==> config.mk <==
export PLATFORM = sky130hd
export DESIGN_NAME = lcs_length_and_traceback_flat
export DESIGN_NICKNAME = d
export VERILOG_FILES = /design/src/lcs_pkg.sv /design/src/lcs_if.sv /design/src/lcs_dir_ram.sv /design/src/lcs_cell_unit.sv /design/src/lcs_length_and_traceback.sv /design/src/flat_wrapper.sv
export SDC_FILE = /design/constraint.sdc
export NUM_CORES = 2
export LEC_CHECK = 0
export BUFFER_PORTS_ARGS = -buffer_cell sky130_fd_sc_hd__buf_2
export CORE_ASPECT_RATIO = 0.75
export CORE_MARGIN = 2
export CORE_UTILIZATION = 63
export DETAILED_ROUTE_END_ITERATION = 12
export PLACE_DENSITY = 0.79
export SETUP_SLACK_MARGIN = 0.5
export SKIP_LAST_GASP = 1
export SYNTH_ARGS = -nofsm -noshare
export SYNTH_HDL_FRONTEND = slang
export SYNTH_SLANG_ARGS = --single-unit
==> constraint.sdc <==
create_clock -name clk -period 80.9 [get_ports clk]
set_input_delay 8.09 -clock clk [delete_from_list [all_inputs] [get_ports clk]]
set_output_delay 8.09 -clock clk [all_outputs]
set_load 0.01 [all_outputs]
==> src/lcs_pkg.sv <==
// shared constants, codes and types of the lcs engine
package lcs_pkg;

	// longest string that the engine holds
	localparam int MAX_LEN = 32;

	// payload widths
	localparam int ModeW = 2;
	localparam int SymW = 8;
	localparam int LenFieldW = 6;
	localparam int LenFieldMax = 2 ** LenFieldW - 1;

	// internal widths
	localparam int IdxW = (MAX_LEN > 1) ? $clog2(MAX_LEN) : 1;
	localparam int LenW = $clog2(MAX_LEN + 1);
	localparam int DirDepth = MAX_LEN * MAX_LEN;
	localparam int DirAW = (DirDepth > 1) ? $clog2(DirDepth) : 1;
	localparam int DirW = 2;

	// request modes
	typedef enum logic [ModeW-1:0] {
		MODE_LOAD_FIRST  = 2'd0,
		MODE_LOAD_SECOND = 2'd1,
		MODE_RUN         = 2'd2
	} lcs_mode_t;

	// traceback directions stored per cell
	typedef enum logic [DirW-1:0] {
		DIR_DIAG  = 2'd1,
		DIR_LEFT  = 2'd2,
		DIR_ABOVE = 2'd3
	} lcs_dir_t;

	// sequencer states
	typedef enum logic [2:0] {
		ST_IDLE,
		ST_FILL,
		ST_TB_READ,
		ST_TB_STEP,
		ST_EMIT
	} lcs_state_t;

	// result of one cell evaluation
	typedef struct packed {
		logic [LenW-1:0] score;
		lcs_dir_t        code;
	} lcs_cell_t;

endpackage

==> src/lcs_if.sv <==
// request and result channel interfaces of the lcs engine
interface lcs_in_if;
	import lcs_pkg::*;

	logic                 valid;
	logic                 ready;
	logic [ModeW-1:0]     mode;
	logic [SymW-1:0]      symbol;

	modport source (output valid, output mode, output symbol, input ready);
	modport sink (input valid, input mode, input symbol, output ready);
endinterface

interface lcs_out_if;
	import lcs_pkg::*;

	logic                 valid;
	logic                 ready;
	logic [LenFieldW-1:0] lcs_length;
	logic [SymW-1:0]      out_char;
	logic                 has_char;
	logic                 last;
	logic                 overflow;

	modport source (output valid, output lcs_length, output out_char, output has_char,
		output last, output overflow, input ready);
	modport sink (input valid, input lcs_length, input out_char, input has_char,
		input last, input overflow, output ready);
endinterface

==> src/lcs_dir_ram.sv <==
// simple dual-port ram with registered read, holds the direction table
module lcs_dir_ram #(
	parameter int Depth = 1024,
	parameter int Width = 2
) (
	input  logic                                        clk,
	input  logic                                        we,
	input  logic [((Depth > 1) ? $clog2(Depth) : 1)-1:0] waddr,
	input  logic [Width-1:0]                            wdata,
	input  logic [((Depth > 1) ? $clog2(Depth) : 1)-1:0] raddr,
	output logic [Width-1:0]                            rdata
);

	logic [Width-1:0] mem [Depth];

	// write port
	always_ff @(posedge clk) begin
		if (we) begin
			mem[waddr] <= wdata;
		end
	end

	// registered read port
	always_ff @(posedge clk) begin
		rdata <= mem[raddr];
	end

endmodule

==> src/lcs_cell_unit.sv <==
// shared score unit: evaluates one cell of the score table
module lcs_cell_unit (
	input  logic [lcs_pkg::SymW-1:0] row_char,
	input  logic [lcs_pkg::SymW-1:0] col_char,
	input  logic [lcs_pkg::LenW-1:0] diag,
	input  logic [lcs_pkg::LenW-1:0] left,
	input  logic [lcs_pkg::LenW-1:0] above,
	output lcs_pkg::lcs_cell_t       cell_out
);
	import lcs_pkg::*;

	// match extends the diagonal, else larger neighbor with left taking ties
	always_comb begin
		if (row_char == col_char) begin
			cell_out.score = diag + LenW'(1);
			cell_out.code  = DIR_DIAG;
		end else if (left >= above) begin
			cell_out.score = left;
			cell_out.code  = DIR_LEFT;
		end else begin
			cell_out.score = above;
			cell_out.code  = DIR_ABOVE;
		end
	end

endmodule

==> src/lcs_length_and_traceback.sv <==
// Longest common subsequence engine. A load request (mode 0 or 1) appends one byte to the
// first or second string; bytes past MAX_LEN are dropped and flag overflow. A run request
// (mode 2) fills the nr by nc score table, where nr and nc are the shorter and longer string
// lengths (one cell per cycle through the single score unit), then walks back at most nr+nc
// steps, each a read of the direction memory's registered port in ST_TB_READ and a move in
// ST_TB_STEP, then emits the results, each held until the sink takes it. The score row
// clears through per-entry valid bits, so there is no clearing pass after reset. The engine
// takes no request from the start of a run until its last result has been taken.
module lcs_length_and_traceback (
	input  logic      clk,
	input  logic      arst_n,
	lcs_in_if.sink    item,
	lcs_out_if.source result
);
	import lcs_pkg::*;

	lcs_state_t state_q, state_d;

	// string storage and counts
	logic [SymW-1:0] first_str_q  [MAX_LEN];
	logic [SymW-1:0] second_str_q [MAX_LEN];
	logic [LenW-1:0] first_cnt_q, second_cnt_q;
	logic            ovf_q;

	// score row with valid bits standing for the zero row
	logic [LenW-1:0]    row_sc_q [MAX_LEN];
	logic [MAX_LEN-1:0] row_vld_q;

	// run registers
	logic            swap_q;
	logic [LenW-1:0] nr_q, nc_q;
	logic [IdxW-1:0] ri_q, cj_q;
	logic [LenW-1:0] left_q, diag_q;
	logic [LenW-1:0] len_q, k_q;
	logic [LenW-1:0] ti_q, tj_q;
	logic [IdxW-1:0] ek_q;
	logic [SymW-1:0] path_q [MAX_LEN];

	lcs_mode_t       req_mode;
	logic            req_take;
	logic [LenW-1:0] run_nr;
	logic            fill_row_end, fill_last;
	logic [IdxW-1:0] tb_ri, tb_cj, row_addr, first_addr, second_addr;
	logic [SymW-1:0] first_ch, second_ch, row_char, col_char;
	logic [LenW-1:0] above;
	lcs_cell_t       cell_res;
	logic            dir_we;
	logic [DirAW-1:0] dir_waddr, dir_raddr;
	logic [DirW-1:0] dir_rdata;
	lcs_dir_t        tb_code;
	logic [LenW-1:0] ti_nx, tj_nx;
	logic            tb_more;
	logic            out_last, out_take;
	logic [LenW:0]   len_ext;

	assign req_mode = lcs_mode_t'(item.mode);
	assign req_take = item.valid && item.ready;
	assign out_take = result.valid && result.ready;
	assign run_nr   = (first_cnt_q > second_cnt_q) ? second_cnt_q : first_cnt_q;

	// fill position checks
	assign fill_row_end = (LenW'(cj_q) + LenW'(1)) == nc_q;
	assign fill_last    = fill_row_end && ((LenW'(ri_q) + LenW'(1)) == nr_q);

	// string reads, roles swap when the first string is longer
	assign tb_ri       = IdxW'(ti_q - LenW'(1));
	assign tb_cj       = IdxW'(tj_q - LenW'(1));
	assign row_addr    = (state_q == ST_FILL) ? ri_q : tb_ri;
	assign first_addr  = swap_q ? cj_q : row_addr;
	assign second_addr = swap_q ? row_addr : cj_q;
	assign first_ch    = first_str_q[first_addr];
	assign second_ch   = second_str_q[second_addr];
	assign row_char    = swap_q ? second_ch : first_ch;
	assign col_char    = swap_q ? first_ch : second_ch;
	assign above       = row_vld_q[cj_q] ? row_sc_q[cj_q] : '0;

	lcs_cell_unit u_cell (
		.row_char (row_char),
		.col_char (col_char),
		.diag     (diag_q),
		.left     (left_q),
		.above    (above),
		.cell_out (cell_res)
	);

	// direction table
	assign dir_waddr = DirAW'(ri_q) * DirAW'(MAX_LEN) + DirAW'(cj_q);
	assign dir_raddr = DirAW'(tb_ri) * DirAW'(MAX_LEN) + DirAW'(tb_cj);

	lcs_dir_ram #(
		.Depth (DirDepth),
		.Width (DirW)
	) u_dir_ram (
		.clk   (clk),
		.we    (dir_we),
		.waddr (dir_waddr),
		.wdata (cell_res.code),
		.raddr (dir_raddr),
		.rdata (dir_rdata)
	);

	// traceback step
	assign tb_code = lcs_dir_t'(dir_rdata);
	always_comb begin
		ti_nx = ti_q;
		tj_nx = tj_q;
		case (tb_code)
			DIR_DIAG: begin
				ti_nx = ti_q - LenW'(1);
				tj_nx = tj_q - LenW'(1);
			end
			DIR_LEFT: begin
				tj_nx = tj_q - LenW'(1);
			end
			default: begin
				ti_nx = ti_q - LenW'(1);
			end
		endcase
	end
	assign tb_more = (ti_nx != '0) && (tj_nx != '0);

	// result payload
	assign out_last = (len_q == '0) || ((LenW'(ek_q) + LenW'(1)) == len_q);
	assign len_ext  = (LenW + 1)'(len_q);
	assign result.lcs_length = (len_ext > (LenW + 1)'(LenFieldMax)) ?
		LenFieldW'(LenFieldMax) : LenFieldW'(len_q);
	assign result.out_char = (len_q == '0) ? '0 : path_q[ek_q];
	assign result.has_char = (len_q != '0);
	assign result.last     = out_last;
	assign result.overflow = ovf_q;

	// next state
	always_comb begin
		state_d = state_q;
		case (state_q)
			ST_IDLE: begin
				if (req_take && (req_mode == MODE_RUN)) begin
					state_d = (run_nr == '0) ? ST_EMIT : ST_FILL;
				end
			end
			ST_FILL: begin
				if (fill_last) begin
					state_d = ST_TB_READ;
				end
			end
			ST_TB_READ: state_d = ST_TB_STEP;
			ST_TB_STEP: state_d = tb_more ? ST_TB_READ : ST_EMIT;
			ST_EMIT: begin
				if (out_take && out_last) begin
					state_d = ST_IDLE;
				end
			end
			default: state_d = ST_IDLE;
		endcase
	end

	// handshake and strobe outputs
	always_comb begin
		item.ready   = 1'b0;
		result.valid = 1'b0;
		dir_we       = 1'b0;
		case (state_q)
			ST_IDLE: item.ready   = 1'b1;
			ST_FILL: dir_we       = 1'b1;
			ST_EMIT: result.valid = 1'b1;
			default: ;
		endcase
	end

	// state register
	always_ff @(posedge clk or negedge arst_n) begin
		if (!arst_n) begin
			state_q <= ST_IDLE;
		end else begin
			state_q <= state_d;
		end
	end

	// counts, overflow flag and row valid bits
	always_ff @(posedge clk or negedge arst_n) begin
		if (!arst_n) begin
			first_cnt_q  <= '0;
			second_cnt_q <= '0;
			ovf_q        <= 1'b0;
			row_vld_q    <= '0;
		end else begin
			case (state_q)
				ST_IDLE: begin
					if (req_take) begin
						case (req_mode)
							MODE_LOAD_FIRST: begin
								if (first_cnt_q < LenW'(MAX_LEN)) begin
									first_cnt_q <= first_cnt_q + LenW'(1);
								end else begin
									ovf_q <= 1'b1;
								end
							end
							MODE_LOAD_SECOND: begin
								if (second_cnt_q < LenW'(MAX_LEN)) begin
									second_cnt_q <= second_cnt_q + LenW'(1);
								end else begin
									ovf_q <= 1'b1;
								end
							end
							MODE_RUN: row_vld_q <= '0;
							default: ;
						endcase
					end
				end
				ST_FILL: row_vld_q[cj_q] <= 1'b1;
				ST_EMIT: begin
					if (out_take && out_last) begin
						first_cnt_q  <= '0;
						second_cnt_q <= '0;
						ovf_q        <= 1'b0;
					end
				end
				default: ;
			endcase
		end
	end

	// datapath registers
	always_ff @(posedge clk) begin
		case (state_q)
			ST_IDLE: begin
				if (req_take) begin
					case (req_mode)
						MODE_LOAD_FIRST: begin
							if (first_cnt_q < LenW'(MAX_LEN)) begin
								first_str_q[IdxW'(first_cnt_q)] <= item.symbol;
							end
						end
						MODE_LOAD_SECOND: begin
							if (second_cnt_q < LenW'(MAX_LEN)) begin
								second_str_q[IdxW'(second_cnt_q)] <= item.symbol;
							end
						end
						MODE_RUN: begin
							swap_q <= first_cnt_q > second_cnt_q;
							nr_q   <= run_nr;
							nc_q   <= (first_cnt_q > second_cnt_q) ? first_cnt_q : second_cnt_q;
							ri_q   <= '0;
							cj_q   <= '0;
							left_q <= '0;
							diag_q <= '0;
							len_q  <= '0;
							ek_q   <= '0;
						end
						default: ;
					endcase
				end
			end
			ST_FILL: begin
				row_sc_q[cj_q] <= cell_res.score;
				if (fill_row_end) begin
					cj_q   <= '0;
					left_q <= '0;
					diag_q <= '0;
					if (fill_last) begin
						len_q <= cell_res.score;
						k_q   <= cell_res.score;
						ti_q  <= nr_q;
						tj_q  <= nc_q;
					end else begin
						ri_q <= ri_q + IdxW'(1);
					end
				end else begin
					cj_q   <= cj_q + IdxW'(1);
					left_q <= cell_res.score;
					diag_q <= above;
				end
			end
			ST_TB_STEP: begin
				ti_q <= ti_nx;
				tj_q <= tj_nx;
				if ((tb_code == DIR_DIAG) && (k_q != '0)) begin
					k_q <= k_q - LenW'(1);
					path_q[IdxW'(k_q - LenW'(1))] <= row_char;
				end
			end
			ST_EMIT: begin
				if (out_take && !out_last) begin
					ek_q <= ek_q + IdxW'(1);
				end
			end
			default: ;
		endcase
	end

`ifndef SYNTH
	// requests and results never open at once
	a_no_overlap: assert property (@(posedge clk) disable iff (!arst_n)
		!(item.ready && result.valid))
		else $error("request and result channels open together");

	// fill position stays inside the loaded strings
	a_fill_range: assert property (@(posedge clk) disable iff (!arst_n)
		(state_q == ST_FILL) |-> ((LenW'(ri_q) < nr_q) && (LenW'(cj_q) < nc_q) && (nr_q <= nc_q)))
		else $error("fill index outside table");

	// emit index stays below the length
	a_emit_range: assert property (@(posedge clk) disable iff (!arst_n)
		(result.valid && (len_q != '0)) |-> (LenW'(ek_q) < len_q))
		else $error("emit index past subsequence length");

	// traceback only walks inside the table
	a_tb_range: assert property (@(posedge clk) disable iff (!arst_n)
		(state_q == ST_TB_READ) |-> ((ti_q != '0) && (tj_q != '0) && (ti_q <= nr_q)
			&& (tj_q <= nc_q)))
		else $error("traceback outside table");

	// the last result empties the strings and the flag
	a_run_clears: assert property (@(posedge clk) disable iff (!arst_n)
		(out_take && result.last) |=> ((first_cnt_q == '0) && (second_cnt_q == '0) && !ovf_q))
		else $error("run did not clear loaded state");
`endif

endmodule

==> src/flat_wrapper.sv <==
// flat-port wrapper written by rule: the top's interface ports become plain ports
module lcs_length_and_traceback_flat import lcs_pkg::*;
  (clk, arst_n, item_valid, item_mode, item_symbol, item_ready, result_valid, result_lcs_length, result_out_char, result_has_char, result_last, result_overflow, result_ready);
  lcs_in_if item_i ();
  lcs_out_if result_i ();
  input  logic clk;
  input  logic arst_n;
  input wire logic [$bits(item_i.valid)-1:0] item_valid;
  input wire logic [$bits(item_i.mode)-1:0] item_mode;
  input wire logic [$bits(item_i.symbol)-1:0] item_symbol;
  output wire logic [$bits(item_i.ready)-1:0] item_ready;
  output wire logic [$bits(result_i.valid)-1:0] result_valid;
  output wire logic [$bits(result_i.lcs_length)-1:0] result_lcs_length;
  output wire logic [$bits(result_i.out_char)-1:0] result_out_char;
  output wire logic [$bits(result_i.has_char)-1:0] result_has_char;
  output wire logic [$bits(result_i.last)-1:0] result_last;
  output wire logic [$bits(result_i.overflow)-1:0] result_overflow;
  input wire logic [$bits(result_i.ready)-1:0] result_ready;
  assign item_i.valid = item_valid;
  assign item_i.mode = item_mode;
  assign item_i.symbol = item_symbol;
  assign item_ready = item_i.ready;
  assign result_valid = result_i.valid;
  assign result_lcs_length = result_i.lcs_length;
  assign result_out_char = result_i.out_char;
  assign result_has_char = result_i.has_char;
  assign result_last = result_i.last;
  assign result_overflow = result_i.overflow;
  assign result_i.ready = result_ready;
  lcs_length_and_traceback u_core (.clk(clk), .arst_n(arst_n), .item(item_i), .result(result_i));
endmodule
==> impl_summary.md <==
Worst hold path
The worst hold path was traced through 2 stages. The startpoint identified for the worst hold timing path is u_core.row_vld_q[15]$_DFFE_PN0P_. The path with the worst hold slack has its endpoint at u_core.row_vld_q[15]$_DFFE_PN0P_. The class of the tightest hold or removal check is reg2reg.

Global route
Entering global routing, the biggest net connects 253 pins. The via count of the first global-routing pass came to around 73k. After global routing the overflow that remains totals 0.

For this run, global-route usage on met1 was measured as 47.2%. The number of antenna violations at the first check in global routing is 30. The met3 layer usage reported by global route is a little over a tenth. Global routing used 51.0% of the available met2 tracks. The wire length of the first global-routing pass is ~510000 um.

Global routing used 34.1% of the available tracks across all layers. The busiest layer in global routing is met2.

Drt
The number of design rule violations left after detail routing is 0. Detailed routing inserted a total of about 73k vias. The post-detailed-route wirelength per cell is ~35 um. The first routing iteration left around 14k violations. The vias per cell is roughly 7.2. The post-route antenna net violation count is 0. The aggregate routed wire length is 354000 um. The first detailed-routing pass ran for 9 iterations.

Synthesis
The average instance in the mapped netlist occupies approximately 18 um^2. Summed over all instances, the cell type with the most area after synthesis is edfxtp_1. The synthesized netlist cell count is 7307. Synthesis inferred roughly 3.1k register bits.

By count the netlist is led by edfxtp_1, nor2_1, mux4_2, clkbuf_1, nand2_1. Counting every net in the synthesized netlist gives ~7.4k. The warning count from the yosys run is 0. The async set or reset register ratio after synthesis is ~1.5%.

The most frequently used flop master after synthesis is edfxtp_1. The cell area that synthesis handed to floorplanning was approximately 130000 um^2. The top cell type by area accounts for between 70% and 80% of the synthesized area. The number of synthesized flops with an enable pin is about 3k. In this run, distinct cell masters in the synthesized netlist total between 90 and 100. edfxtp_1 is the most common cell in the netlist. After synthesis, the cell types taking the most area are edfxtp_1, mux4_2, nor2_1.

Sequential elements use around 73% of the synthesized area.

Clock tree
The post-CTS resize count is 0. The clock buffer count from CTS is between 200 and 300. The clock latency on the worst-skew pair is around 880 ps. The clock drives 3132 sinks. The depth of the CTS H-tree is 5. The cell chosen for the clock root is clkbuf_16. The post-cts hold buffer count is 0. Counting along the longest clock path gives a buffer depth of 4.

The clock slew at the register clock pins of the worst setup and hold paths is roughly 70 ps. TritonCTS built the clock tree. The number of setup buffers added after CTS is 0.

Status
The run finished, with violations left. The checks that failed: capacitance limit, slew limit.

Power and ir drop
Per report_power, the combinational group accounts for ~33% of the total. In this run switching power makes up ~34% of total power. The internal power of the cells totals 3.47 mW. The leakage power is roughly 46 nW. The switching power is around 1.8 mW. In this run the power density over the cells is roughly 37 nW/um^2. The share of power burned in registers is about 42%. The clock network burns around 26% of the power.

The maximum resistive drop on vdd is between 0.0001 and 0.00015 V.

Critical path
The most frequent cell on the critical path is mux4_2. In this run the worst path has a maximum fanout of 44. Setup slack on the worst reg-to-reg path comes out at approximately 70000 ps. The reg-to-reg startpoint is u_core.ti_q[0]$_DFFE_PP_. The capture point of the worst reg-to-reg path is u_core.u_dir_ram.mem[730][0]$_DFFE_PP_.

The worst setup path is captured at an output port. The required time of the critical path is 72810 ps. The total buffers and inverters traversed by the critical path is 2. The critical path in this run is classified as reg2out. Among cell families on the critical path, the largest total delay comes from multiplexers.

The cell depth of the worst flop-to-flop path is 16. For this design, the slowest cell found on the critical path is buf_4. The largest single stage delay on the critical path is approximately 800 ps. The worst endpoint data arrival time is 3980 ps. The type of element launching the critical path is a flop. Traced cell by cell, the critical path runs through buf_4 -> mux4_2 -> mux4_2 -> mux2i_1 -> nor2_1 -> buf_2.

Die
The total die area is approximately 210000 um^2. The y dimension of the die is around 400 um. For this design the top-level I/O count stands at 33. In this run the core area contains ~140 standard-cell rows. The floorplan die width is approximately 530 um. The core area is 203000 um^2.

The initial core utilization is a little under two thirds.

STA
For the pin with the worst max-slew slack, the measured transition is about 1500 ps. On the final layout, the worst clock skew is between 60 and 70 ps. For this run, the top clock speed supported by timing is around 0.083 GHz. The final critical path takes up between 10% and 20% of the cycle. The number of hold-slack violations in the final timing report was 0. Measured against its own limit, the worst slew margin works out to -4.34%. The final critical-path required period is roughly 12000 ps. The number of max-slew violations in the final report was 7. Hold timing on the final database bottoms out at a slack of 508 ps. The total negative setup slack is 0 ps.

The number of setup violations in the final report is 0. Setup repair after global routing left no endpoint under its margin.

Place
The estimated wirelength of the detail-placed design is 188000 um. The placed instance area is between 100000 and 150000 um^2. The count of buffers from port buffering is 32. Routability-driven placement finished with a final weighted congestion of roughly 0.96. The number of placed cells counting well taps is ~9.6k.

Flow run
Across the run, the number of max-cap violations was 2.

Cells and area
The layout overhead on the synthesized area is 9.28%. The count of cells in the finished layout, fillers not included, comes to around 10k. The fraction of final layout cells sized beyond drive strength 1 is around a fifth.

The number of nets in the layout is 7277. The final design instance area without fill is 141000 um^2.
## cell families after synthesis
kind of cell / share of synthesized area (%)
flops: 72.5
compound gates: 2.75
fa+ha+maj: 0.378
mux: 15.7
buf+inv: 1.88
simple gates: 6.37
xor+xnor: 0.427
## how the worst max path moves through the flow
stage / slack (ps) / to / cells past startpoint
floorplan: 24430 / u_core.u_dir_ram.mem[0][0]$_DFFE_PP_ / 16
global placement: 69710 / result_out_char[6] / 6
detailed placement: 69730 / result_out_char[6] / 6
CTS: 68750 / result_out_char[6] / 6
global route: 68560 / result_out_char[6] / 6
finish: 68830 / result_out_char[6] / 6
## final cells by class
type,count,area [um^2]
multi-input cells,3552,33500
well taps,2682,3360
diodes,9,22.5
fillers,11700,61900
clock inverters,155,1400
repair buffers,171,1330
clock buffers,348,7570
inverters,78,293
flip-flops and latches,3132,93700
## worst register-to-register path: stages, from the launching register on
cell and delay (ps):
edfxtp_1 850, clkinv_1 670, ha_1 510, xor2_2 360, o211ai_1 300, buf_4 210, nand2_1 70, buf_4 310
a2111oi_0 1240, o41ai_1 300, a21oi_1 1030, xnor2_1 220, and2_1 470, nand3_4 810, nand2_4 950, buf_4 1010
buf_4 930
## sequential cells by signal, summed over array words and instances, names as in the netlist, 6 cells and up, named ones only
register and flops:
u_core.second_cnt_q 6, u_core.first_str_q 256, u_core.diag_q 6, u_core.row_vld_q 32, u_core.row_sc_q 192, u_core.nr_q 6, u_core.tj_q 6, u_core.first_cnt_q 6
u_core.ti_q 6, u_core.k_q 6, u_core.second_str_q 256, u_core.left_q 6, u_core.u_dir_ram.mem 2048, u_core.path_q 256, u_core.len_q 6, u_core.nc_q 6
## metrics by stage
stage	power [mW]	setup slack, ps	util (%)
after floorplan	3.61	24430	-
final	5.27	68830	69.5
after global placement	3.85	69710	65.1
after CTS	5.23	68750	69.5
after detailed placement	3.89	69730	65.1
after global routing	5.40	68560	69.5
## per-layer routing
| layer | share of wire [%] | vias up |
|---|---|---|
| met5 | 0.044 | - |
| met4 | 4.9 | 24 |
| met3 | 15 | 1082 |
| met2 | 46 | 6381 |
| met1 | 34 | 37300 |
| li1 | - | 28600 |
## power by group through the flow
stage / registers (mW) / logic (mW) / clock network [mW]
after floorplan: 2.53 / 1.09 / 0
after global placement: 2.22 / 1.64 / 0
after detailed placement: 2.22 / 1.67 / 0
after CTS: 2.18 / 1.70 / 1.35
after global routing: 2.19 / 1.81 / 1.40
final: 2.19 / 1.74 / 1.35
## placed cells by master, fill, tap and decap left out, drive strengths merged, types with 24 or more instances in the layout
master	instances
edfxtp	3072
nor2	1279
mux4	843
clkbuf	348
nand2	333
buf	171
clkinv	119
a21oi	117
nand3	109
o21ai	100
inv	82
mux2i	82
a211oi	50
dfrtp	48
nor3	41
ha	39
mux2	38
a31oi	37
xnor2	32
nand4	31
xor2	31
nor2b	27
and3	25
bufinv	24
(Power assumes the default switching activity.)
